File: src/design/prw_pkg.sv
// Shared constants and types for the particle resampling wheel.
`timescale 1ns / 1ps

package prw_pkg;

    // Command codes carried on cmd
    typedef logic [1:0] cmd_t;
    localparam cmd_t CMD_LOAD  = 2'd0;
    localparam cmd_t CMD_START = 2'd1;
    localparam cmd_t CMD_DRAW  = 2'd2;

    // Result kinds
    localparam logic KIND_SUMMARY = 1'b0;
    localparam logic KIND_DRAW    = 1'b1;

    // Configuration register indexes
    localparam int CFG_INDEX_W = 2;
    typedef logic [CFG_INDEX_W-1:0] cfg_index_t;
    localparam cfg_index_t CFG_PARTICLE_COUNT = 2'd0;
    localparam cfg_index_t CFG_RESAMPLE_FRAC  = 2'd1;
    localparam cfg_index_t CFG_CLOSURE_FRAC   = 2'd2;

    // Fixed field widths
    localparam int COUNT_W    = 7;
    localparam int FRAC_W     = 8;
    localparam int UNIFORM_W  = 16;
    localparam int CFG_DATA_W = 8;

    // Register reset values
    localparam logic [COUNT_W-1:0] PARTICLE_COUNT_RST = 7'd50;
    localparam logic [FRAC_W-1:0]  RESAMPLE_FRAC_RST  = 8'd128;
    localparam logic [FRAC_W-1:0]  CLOSURE_FRAC_RST   = 8'd77;

    // Digit consumed per cycle by the serial multiplier
    localparam int DIGIT_W = 8;

endpackage

File: src/design/prw_mul.sv
// Digit-serial multiplier: one 8-bit digit of b per cycle, done pulse when finished.
`timescale 1ns / 1ps

module prw_mul
    import prw_pkg::*;
#(
    parameter int A_W = 69,
    parameter int B_W = 30
)(
    input  logic           clk,
    input  logic           rst_n,
    input  logic           start,
    input  logic [A_W-1:0] a,
    input  logic [B_W-1:0] b,
    output logic           done,
    output logic [A_W-1:0] product
);

    logic           busy_reg, busy_next;
    logic           done_reg, done_next;
    logic [A_W-1:0] a_reg, a_next;
    logic [B_W-1:0] b_reg, b_next;
    logic [A_W-1:0] acc_reg, acc_next;

    always_comb
    begin
        busy_next = busy_reg;
        done_next = 1'b0;
        a_next    = a_reg;
        b_next    = b_reg;
        acc_next  = acc_reg;
        if (start)
        begin
            busy_next = 1'b1;
            a_next    = a;
            b_next    = b;
            acc_next  = '0;
        end
        else if (busy_reg)
        begin
            if (b_reg == '0)
            begin
                busy_next = 1'b0;
                done_next = 1'b1;
            end
            else
            begin
                acc_next = acc_reg + A_W'(a_reg * A_W'(b_reg[DIGIT_W-1:0]));
                a_next   = a_reg << DIGIT_W;
                b_next   = b_reg >> DIGIT_W;
            end
        end
    end

    always_ff @(posedge clk or negedge rst_n)
    begin
        if (!rst_n)
        begin
            busy_reg <= 1'b0;
            done_reg <= 1'b0;
        end
        else
        begin
            busy_reg <= busy_next;
            done_reg <= done_next;
        end
    end

    always_ff @(posedge clk)
    begin
        a_reg   <= a_next;
        b_reg   <= b_next;
        acc_reg <= acc_next;
    end

    assign done    = done_reg;
    assign product = acc_reg;

endmodule

File: config.mk
export PLATFORM = sky130hd
export DESIGN_NAME = prw_mul
export DESIGN_NICKNAME = d
export VERILOG_FILES = /design/src/design/prw_pkg.sv /design/src/design/prw_mul.sv
export SDC_FILE = /design/constraint.sdc
export NUM_CORES = 1
export LEC_CHECK = 0
export BUFFER_PORTS_ARGS = -buffer_cell sky130_fd_sc_hd__buf_2
export CORE_MARGIN = 1.5
export CORE_UTILIZATION = 35
export DETAILED_ROUTE_END_ITERATION = 8
export GPL_ROUTABILITY_DRIVEN = 0
export HOLD_SLACK_MARGIN = 0.12
export PLACE_DENSITY_LB_ADDON = 0.3
export SYNTH_ARGS = -nofsm -noshare
export SYNTH_HDL_FRONTEND = slang
export SYNTH_SLANG_ARGS = --single-unit
File: constraint.sdc
create_clock -name clk -period 6.85 [get_ports clk]
set_clock_uncertainty 0.2 [all_clocks]
set_input_delay 0.685 -clock clk [delete_from_list [all_inputs] [get_ports clk]]
set_output_delay 0.685 -clock clk [all_outputs]
set_load 0.02 [all_outputs]
==> impl_metrics.json <==
{
  "antenna_found_initial": 11,
  "min_period_ns": 6.39,
  "netlist-cell-type-count": 86,
  "critPathLaunchType": "flop",
  "synth_top_cell_area_share_pct": 35.6,
  "placementRows": 97,
  "cp_max_fo": 40,
  "required_ns": 7.00,
  "ant_nets": 0,
  "met3_usage_pct": 4.96,
  "async_flop_share_pct": 1.18,
  "grt_pass1_vias": 19300,
  "wl_um": 73400,
  "drc": 0,
  "cp_num_cells": 23,
  "synth_seq_cells": 170,
  "synth_edf_count": 99,
  "r2r_slack_ns": 0.46,
  "drv_cap": 0,
  "yosysTopAreaCell": "fa_1",
  "io-pin-count": 172,
  "grtUsageMet1_pct": 28.8,
  "synth_area_leaders": "fa_1 (36%), edfxtp_1 (12%), and2_1 (9.5%)",
  "cts_max_level": 4,
  "root_buffer": "clkbuf_16",
  "cp-end-kind": "flop",
  "grt_overflow_total": 0,
  "fin_setup_tns_ns": 0,
  "synthesis.nets": 3314,
  "post_cts_resized": 0,
  "drive_above_1_share_pct": 12.7,
  "finalHoldViolCount": 0,
  "grt_usage_pct": 20.7,
  "worst_path_most_repeated_cell": "inv_1",
  "cts_tree": "yes",
  "rsz0062_at_grt": "no",
  "grt_most_used_layer": "met2",
  "cpLargestDelayFamily": "compound AO/OA/AOI/OAI gates",
  "max_slew.worst_pin.slew_ns": 1.10,
  "grt_pass1_wl_um": 115000,
  "hold_slack_ns": 0.243,
  "wl_per_cell_um": 19.6,
  "drt_pre_antenna_iters": 5,
  "clkLatencyLatePin_ns": 0.53,
  "cts.clk_slew.worst_paths_ns": 0.09,
  "numCtsBuffers": 17,
  "fin_crit_sh_pct": 93.2,
  "endpoint": "product[65]",
  "yosys_warnings": 0,
  "slew_headroom_pct": 26.4,
  "worst-path-buf-inv": 6,
  "cp-startpoint": "b_reg[1]",
  "start_util_pct": 35.5,
  "via_count": 18700,
  "grt_max_degree": 113,
  "slowest_delay_ns": 0.76,
  "die-height_um": 270,
  "nNetsFinal": 3422,
  "rr_endpoint": "product[65]",
  "die_x_um": 270,
  "hold_path_class": "in -> reg",
  "die_area_um2": 73100,
  "netlist_area_um2": 25000,
  "syn_area_per_cell_um2": 9.30,
  "critical_path_class": "reg -> reg",
  "slew_viol_final": 0,
  "cp.arrival_ns": 6.54,
  "fillers": 7229,
  "clockBufferDepth": 2,
  "numPortBuffers": 171,
  "syn2layout_area_growth_pct": 9.77,
  "fmax_ghz": 0.157,
  "synthCells": 2689,
  "viasPerCell": 4.99,
  "finalSetupViolations": 0,
  "yosysSeqAreaShare_pct": 17.6,
  "path_cells": "buf_12, buf_4, nand2_1, fa_1, inv_1, ha_1, ha_1, inv_1, fa_1, inv_1, ha_1, inv_1, fa_1, nor2b_1, o31ai_1, a211oi_1, nor2_1, o211ai_1, a21oi_1, a22oi_1, a221oi_1, mux2i_1, a211oi_1",
  "worstRegToRegCells": 23,
  "core_area_um2": 70400,
  "slowest_stage": "o31ai_1",
  "met2_usage_pct": 32.3,
  "r2r_start": "b_reg[1]",
  "cts.sinks": 170,
  "dp_hpwl_um": 56700,
  "status": "finished, final reports clean",
  "drt_iter0_drc": 1212,
  "synth_flop_cell": "edfxtp_1"
}
[timing repair]
action	4_1_cts	5_1_grt
hold buffers	1	0
endpoints found under the hold margin	2	0
setup buffers	0	0
[kinds of logic after synthesis]
group,count (synthesis),synth area share (%)
AND/OR/NAND/NOR,868,18.1
buffers and inverters,666,10.7
adder cells (fa/ha/maj),523,39.5
AO/OA/AOI/OAI,312,8.03
flip-flops,170,17.6
multiplexers,86,3.86
XOR/XNOR,64,2.24
[worst reg2reg max path, cell delays in order, from the launching register on]
cell      delay [ns]
edfxtp_1        0.38
buf_12          0.24
buf_4           0.54
nand2_1         0.14
fa_1            0.50
inv_1           0.05
ha_1            0.27
ha_1            0.13
inv_1           0.05
fa_1            0.50
inv_1           0.04
ha_1            0.18
inv_1           0.08
fa_1            0.19
nor2b_1         0.09
o31ai_1         0.76
a211oi_1        0.23
nor2_1          0.15
o211ai_1        0.20
a21oi_1         0.33
a22oi_1         0.18
a221oi_1        0.48
mux2i_1         0.25
a211oi_1        0.06
[area by class of cell]
cell class,instances,area [µm²],share of cell area (%)
multi-input combinational,1853,18000,65.4
sequential,170,4400,16.0
inverter,540,2030,7.38
timing repair buffer,215,1240,4.53
tap,940,1180,4.28
clock buffer,17,425,1.55
clock inverter,15,209,0.761
antenna,4,10.0,0.0365
[layer usage]
layer / wire length [µm] / vias up
met4: 1140 / 10
met2: 33600 / 595
met3: 5810 / 81
li1: - / 8525
met5: 67 / -
met1: 32800 / 9521
[worst min path at each step]
stage	start	cells after the start	to
after floorplan	rst_n	0	busy_reg
after global placement	product[17]	2	product[17]
after detailed placement	product[8]	2	product[8]
after CTS	b[24]	2	b_reg[24]
after global routing	b[28]	2	b_reg[28]
final	b[22]	2	b_reg[22]
[Yosys cell counts (4+ instances only)]
cell type	count
o311ai_1	4
and2_2	4
buf_1	8
a21o_1	27
nor3_1	17
and3_1	13
clkbuf_8	4
o21ai_1	5
xor2_1	20
o21ai_0	32
o22ai_1	4
o21bai_1	12
o21a_1	16
or4_1	6
buf_6	10
buf_4	5
a211oi_1	9
and2_1	380
o211ai_1	9
xnor2_1	44
nand2_1	311
mux2_2	83
dfxtp_1	69
nor2_1	52
inv_1	539
clkbuf_1	96
nor2b_1	12
or3_1	4
fa_1	445
a21oi_1	133
a31oi_1	10
edfxtp_1	99
ha_1	78
nor4_1	8
nand4_1	25
nand3_1	20
o31ai_1	7
[cells in the final DEF, fill, tap and decap left out, types with 25 or more instances in the layout]
cell type  count
edfxtp_1      99
mux2_2        83
o21ai_0       32
ha_1          78
nor2_1        52
inv_1        539
buf_2        170
and2_1       380
dfxtp_1       69
a21o_1        27
a21oi_1      133
nand4_1       25
nand2_1      310
buf_4         39
fa_1         445
xnor2_1       44
[per-stage QoR]
stage	worst slack [ns]	utilization (%)	cells	cell area, µm²
final	0.464	39.0	3754	27500
after global routing	0.176	39.0	3750	27500
after CTS	0.531	39.0	3750	27500
after floorplan	0.886	-	2689	25000
after detailed placement	0.597	38.1	3717	26800
after global placement	0.607	38.1	3717	26800
Power is left out: the tool's default activity adds up to more than one toggle a clock period on the data nets, which glitch-free logic cannot reach.
