### src/design/prw_ram.sv
// Generic single-port-write, single-port-read RAM with registered read data.
`timescale 1ns / 1ps

module prw_ram #(
    parameter int WIDTH = 24,
    parameter int DEPTH = 64,
    localparam int ADDR_W = (DEPTH > 1) ? $clog2(DEPTH) : 1
)(
    input  logic              clk,
    input  logic              we,
    input  logic [ADDR_W-1:0] waddr,
    input  logic [WIDTH-1:0]  wdata,
    input  logic [ADDR_W-1:0] raddr,
    output logic [WIDTH-1:0]  rdata
);

    logic [WIDTH-1:0] mem [DEPTH];

    always_ff @(posedge clk)
    begin
        if (we)
        begin
            mem[waddr] <= wdata;
        end
        rdata <= mem[raddr];
    end

endmodule

### config.mk
export PLATFORM = sky130hd
export DESIGN_NAME = prw_ram
export DESIGN_NICKNAME = d
export VERILOG_FILES = /design/src/design/prw_ram.sv
export SDC_FILE = /design/constraint.sdc
export NUM_CORES = 1
export LEC_CHECK = 0
export BUFFER_PORTS_ARGS = -buffer_cell sky130_fd_sc_hd__buf_2
export CORE_ASPECT_RATIO = 0.75
export CORE_MARGIN = 2
export CORE_UTILIZATION = 38
export CTS_BUF_LIST = sky130_fd_sc_hd__clkbuf_8
export DETAILED_ROUTE_END_ITERATION = 16
export PLACE_DENSITY = 0.51
export SYNTH_ARGS = -nofsm -noshare
export SYNTH_HDL_FRONTEND = slang
export SYNTH_SLANG_ARGS = --single-unit
### constraint.sdc
create_clock -name clk -period 3.8 [get_ports clk]
set_input_delay 0.19 -clock clk [delete_from_list [all_inputs] [get_ports clk]]
set_output_delay 0.19 -clock clk [all_outputs]
set_load 0.03 [all_outputs]
==> tab_implementation.tex <==
\begin{tabular}{lr}
\hline
Metric & Value \\
\hline
\multicolumn{2}{l}{\textbf{Drt}} \\
Initial DRT Pass Iterations & 5 \\
Number of vias per cell after detailed routing & 5.58 \\
Count of routing violations after the opening detailed-route iteration & around 3,200 \\
Via count of the routed design & 28,700 \\
Routed Wire Length & approximately 160,000 um \\
DR DRC count & 0 \\
Post-detailed-route wirelength per cell & 30.2 um \\
Number of nets with antenna violations after routing & 0 \\
\multicolumn{2}{l}{\textbf{Place}} \\
Inst Count DP & 4,711 \\
Port Buffer Count & just over 60 \\
DP Area & around 63,000 um2 \\
Half-perimeter wire length after placement & 92,100 um \\
RD Place Congestion & 0.765 \\
Worst setup timing slack at the placement stage & 716 ps \\
\multicolumn{2}{l}{\textbf{Setup path}} \\
Reg2Reg Setup Slack & about 1700 ps \\
CP Capture Type & flop \\
Cell with the largest stage delay on the worst path & sky130\_fd\_sc\_hd\_\_nor2\_2 \\
Type of element launching the critical path & primary input \\
Crit Reg-Reg Startpoint & mem[55][11] \\
Crit path buf inv count & 3 \\
CP Class & primary input to flop \\
List of cells traversed by the critical path & dlygate4sd3\_1 -> buf\_2 -> nor2b\_1 -> nand3\_1 -> nor2\_2 -> buf\_12 \\
Worst path arrival time & between 2000 and 3000 ps \\
Family with the most delay on the worst path & simple AND/OR/NAND/NOR gates \\
Register-to-Register Path Depth & 5 \\
Peak fanout along the critical path & 13 \\
Data required time at the worst endpoint & 4430 ps \\
Reg2Reg Capture Point & rdata[11] \\
Maximum cell stage delay along the critical path & 950 ps \\
\multicolumn{2}{l}{\textbf{Synthesis}} \\
Leading area contributor after synthesis & sky130\_fd\_sc\_hd\_\_edfxtp\_1 \\
Syn\_nets & about 2,600 \\
Seq cells post-synth & 1,560 \\
Mean instance size in the synthesized netlist & 22.7 um2 \\
Fraction of post-synthesis cell area in the top cell type by area & between 70 and 80\% \\
Warning count from the yosys run & 0 \\
Distinct cell type count after synthesis & 40 \\
Sequential cell area fraction in the yosys report & a little under 80\% \\
Cell types occupying the most area after synthesis & sky130\_fd\_sc\_hd\_\_edfxtp\_1 (78\%), sky130\_fd\_sc\_hd\_\_mux4\_2 (13\%), sky130\_fd\_sc\_hd\_\_mux2i\_1 (1.6\%), sky130\_fd\_sc\_hd\_\_mux2\_2 (1.0\%), sky130\_fd\_sc\_hd\_\_dfxtp\_1 (0.81\%) \\
Cell count after synthesis & between 2,000 and 3,000 \\
Summed instance area of the synthesized netlist & just under 60,000 um2 \\
\multicolumn{2}{l}{\textbf{CTS}} \\
Number of buffers added by the clock tree synthesis step & 226 \\
Clock latency of the later-clocked register in the worst-skew pair & about 940 ps \\
Cells resized by post-CTS repair & 0 \\
Maximum number of buffers from clock root to sink & 3 \\
Clock tree root buffer cell & sky130\_fd\_sc\_hd\_\_clkbuf\_8 \\
Clock slew at reported path FFs & 70 ps \\
Sinks on the clock net & roughly 1,600 \\
Clock tree from TritonCTS & yes \\
Clock H-tree levels & 4 \\
\multicolumn{2}{l}{\textbf{Timing}} \\
Aggregate negative setup slack & 0 ps \\
Final worst slack & 1600 ps \\
Relative max-transition margin & 11.1\% \\
Worst hold margin & between 90 and 100 ps \\
Number of pins with negative max-slew slack in the final report & 0 \\
Unrepaired setup endpoints after global routing & no \\
Number of endpoints with negative hold slack in the final report & 0 \\
Minimum clock period after layout & 2200 ps \\
Total of endpoints with negative setup slack in the final report & 0 \\
Final worst-path cycle share & 58.0\% \\
Pin slew with the least headroom to its limit & 1330 ps \\
Max frequency & $\sim$0.45 GHz \\
Largest clock skew in the final design & 28.9 ps \\
\multicolumn{2}{l}{\textbf{Die}} \\
Die Ht & 346 um \\
I/O Pins & 62 \\
Total core area & approximately 150,000 um2 \\
Starting density of the core & a little under two fifths \\
Die area & 159,000 um2 \\
Num rows & between 100 and 150 \\
Die X-Extent & 460 um \\
\multicolumn{2}{l}{\textbf{Pwr}} \\
Clock share of power & 38.2\% \\
Switching power as a share of total power & 22.5\% \\
Overall power consumption & about 34 mW \\
Worst-case vdd ir drop & between 200 and 300 uV \\
Combinational Power Share & approximately 5.3\% \\
Leakage & 21.4 nW \\
Internal power of the cells & 26.3 mW \\
Switching power of the nets & 7.62 mW \\
Sequential cell fraction of total power & 56.5\% \\
Power density relative to cell area & 502 nW/um2 \\
\multicolumn{2}{l}{\textbf{Finish}} \\
NumNets Final & 2,970 \\
Finished Core Util & 43.6\% \\
Post-route cell area & 67,400 um2 \\
Area grow syn2layout & 13.7\% \\
Most frequent cells in the layout & sky130\_fd\_sc\_hd\_\_edfxtp\_1 (1,536), sky130\_fd\_sc\_hd\_\_mux4\_2 (355), sky130\_fd\_sc\_hd\_\_clkbuf\_8 (248) \\
Area used by multi-input combinational logic & around 12,000 um2 \\
FF+latch area & around 47,000 um2 \\
Fraction of layout cells with a size suffix above 1 & a little under a third \\
Filler Cell Count & 13,200 \\
Number of standard cells in the final layout excluding fillers & 5,145 \\
Leading cell type in the layout, fill and taps excluded & sky130\_fd\_sc\_hd\_\_edfxtp\_1 \\
\multicolumn{2}{l}{\textbf{Min path}} \\
HP Start & wdata[18] \\
Min-Delay Endpoint & mem[36][18] \\
Worst hold stages & 1 \\
Class of the tightest hold or removal check & primary input to flop \\
\multicolumn{2}{l}{\textbf{Global route}} \\
Pin count of the biggest net entering global routing & 103 \\
Overflow left after global routing & 0 \\
Wire length of the first global-routing pass & 219,000 um \\
Via count of the first global-routing pass & between 20,000 and 30,000 \\
Total routing usage reported by global routing & 19.4\% \\
Antenna violations before repair & 10 \\
\multicolumn{2}{l}{\textbf{Run status}} \\
Run status & finished clean \\
\multicolumn{2}{l}{\textbf{Run}} \\
Max-Cap Viols & 0 \\
\hline
\end{tabular}
-- metal layers --
layer  up-vias  share of wire, %  global-route usage (%)
li1      11800                 -                       -
met1     15600                44                    28.2
met2      1083                46                    29.8
met3       202               7.4                    4.20
met4         2               1.8                    5.28
met5         -            0.0084                       0
-- registers in the layout, summed over array words and instances, names as in the netlist --
| signal | count |
|---|---|
| mem | 1536 |
| rdata | 24 |
-- power by group through the flow --
| stage | Clock, mW | Sequential, mW | Combinational (mW) |
|---|---|---|---|
| floorplan | 0 | 19.5 | 0.941 |
| global placement | 0 | 19.5 | 1.78 |
| detailed placement | 0 | 19.5 | 1.81 |
| CTS | 13.3 | 19.2 | 1.84 |
| global route | 14.0 | 19.2 | 1.92 |
| finish | 12.9 | 19.1 | 1.80 |
-- final cells by class --
cell class	count	area share [%]
antenna	2	0.00742
clock buffer	247	5.04
clock inverter	160	1.37
inverter	2	0.0111
multi-input combinational	906	17.9
sequential	1560	69.1
tap	2032	3.77
timing repair buffer	236	2.78
-- cell families (layout without fill, tap and decap cells) --
kind of cell	count (synthesis)	in the layout	synth area share, %
buf+inv	144	645	1.31
mux	503	503	16.1
compound gates	207	207	2.44
simple gates	196	196	1.56
other cells	0	2	0
flops	1560	1560	78.6
-- cells in the mapped netlist --
master	number
sky130_fd_sc_hd__clkbuf_4	1
sky130_fd_sc_hd__o21a_1	13
sky130_fd_sc_hd__or3b_2	3
sky130_fd_sc_hd__nand2b_1	6
sky130_fd_sc_hd__nor2_1	80
sky130_fd_sc_hd__clkinv_1	1
sky130_fd_sc_hd__o211ai_1	2
sky130_fd_sc_hd__buf_4	31
sky130_fd_sc_hd__nor2b_1	9
sky130_fd_sc_hd__and2_0	1
sky130_fd_sc_hd__inv_2	1
sky130_fd_sc_hd__o21ai_1	6
sky130_fd_sc_hd__buf_1	13
sky130_fd_sc_hd__buf_6	8
sky130_fd_sc_hd__mux2_2	53
sky130_fd_sc_hd__or2_2	3
sky130_fd_sc_hd__nand4b_1	1
sky130_fd_sc_hd__a221o_1	4
sky130_fd_sc_hd__and2_1	3
sky130_fd_sc_hd__and2b_1	1
sky130_fd_sc_hd__dfxtp_1	24
sky130_fd_sc_hd__edfxtp_1	1536
sky130_fd_sc_hd__and3_1	16
sky130_fd_sc_hd__nor3_1	2
sky130_fd_sc_hd__nand3_1	20
sky130_fd_sc_hd__buf_2	45
sky130_fd_sc_hd__clkbuf_1	44
sky130_fd_sc_hd__a21oi_1	22
sky130_fd_sc_hd__nand2_1	36
sky130_fd_sc_hd__o21ai_0	12
sky130_fd_sc_hd__or3_1	10
sky130_fd_sc_hd__mux4_2	355
sky130_fd_sc_hd__nand4_1	2
sky130_fd_sc_hd__o22ai_1	53
sky130_fd_sc_hd__a31oi_1	13
sky130_fd_sc_hd__a22oi_1	29
sky130_fd_sc_hd__o221ai_1	1
sky130_fd_sc_hd__a221oi_1	52
sky130_fd_sc_hd__mux2i_1	95
sky130_fd_sc_hd__nand3b_1	3
-- worst max-delay path by stage --
stage	from	endpoint	slack [ps]	cells past startpoint
6_report	waddr[1]	mem[43][8]	1600	6
5_1_grt	waddr[1]	mem[43][1]	1520	6
4_1_cts	mem[54][13]	rdata[13]	1640	5
3_5_place_dp	raddr[0]	rdata[13]	720	7
3_3_place_gp	raddr[0]	rdata[11]	760	7
2_1_floorplan	waddr[3]	mem[48][0]	1010	4
-- what timing repair did --
| action | in CTS | in global routing |
|---|---|---|
| hold endpoints to repair | 1028 | 0 |
| buffers inserted | 0 | 0 |
| hold buffers | 25 | 0 |
Note: power is estimated with default switching activity, not from simulation.
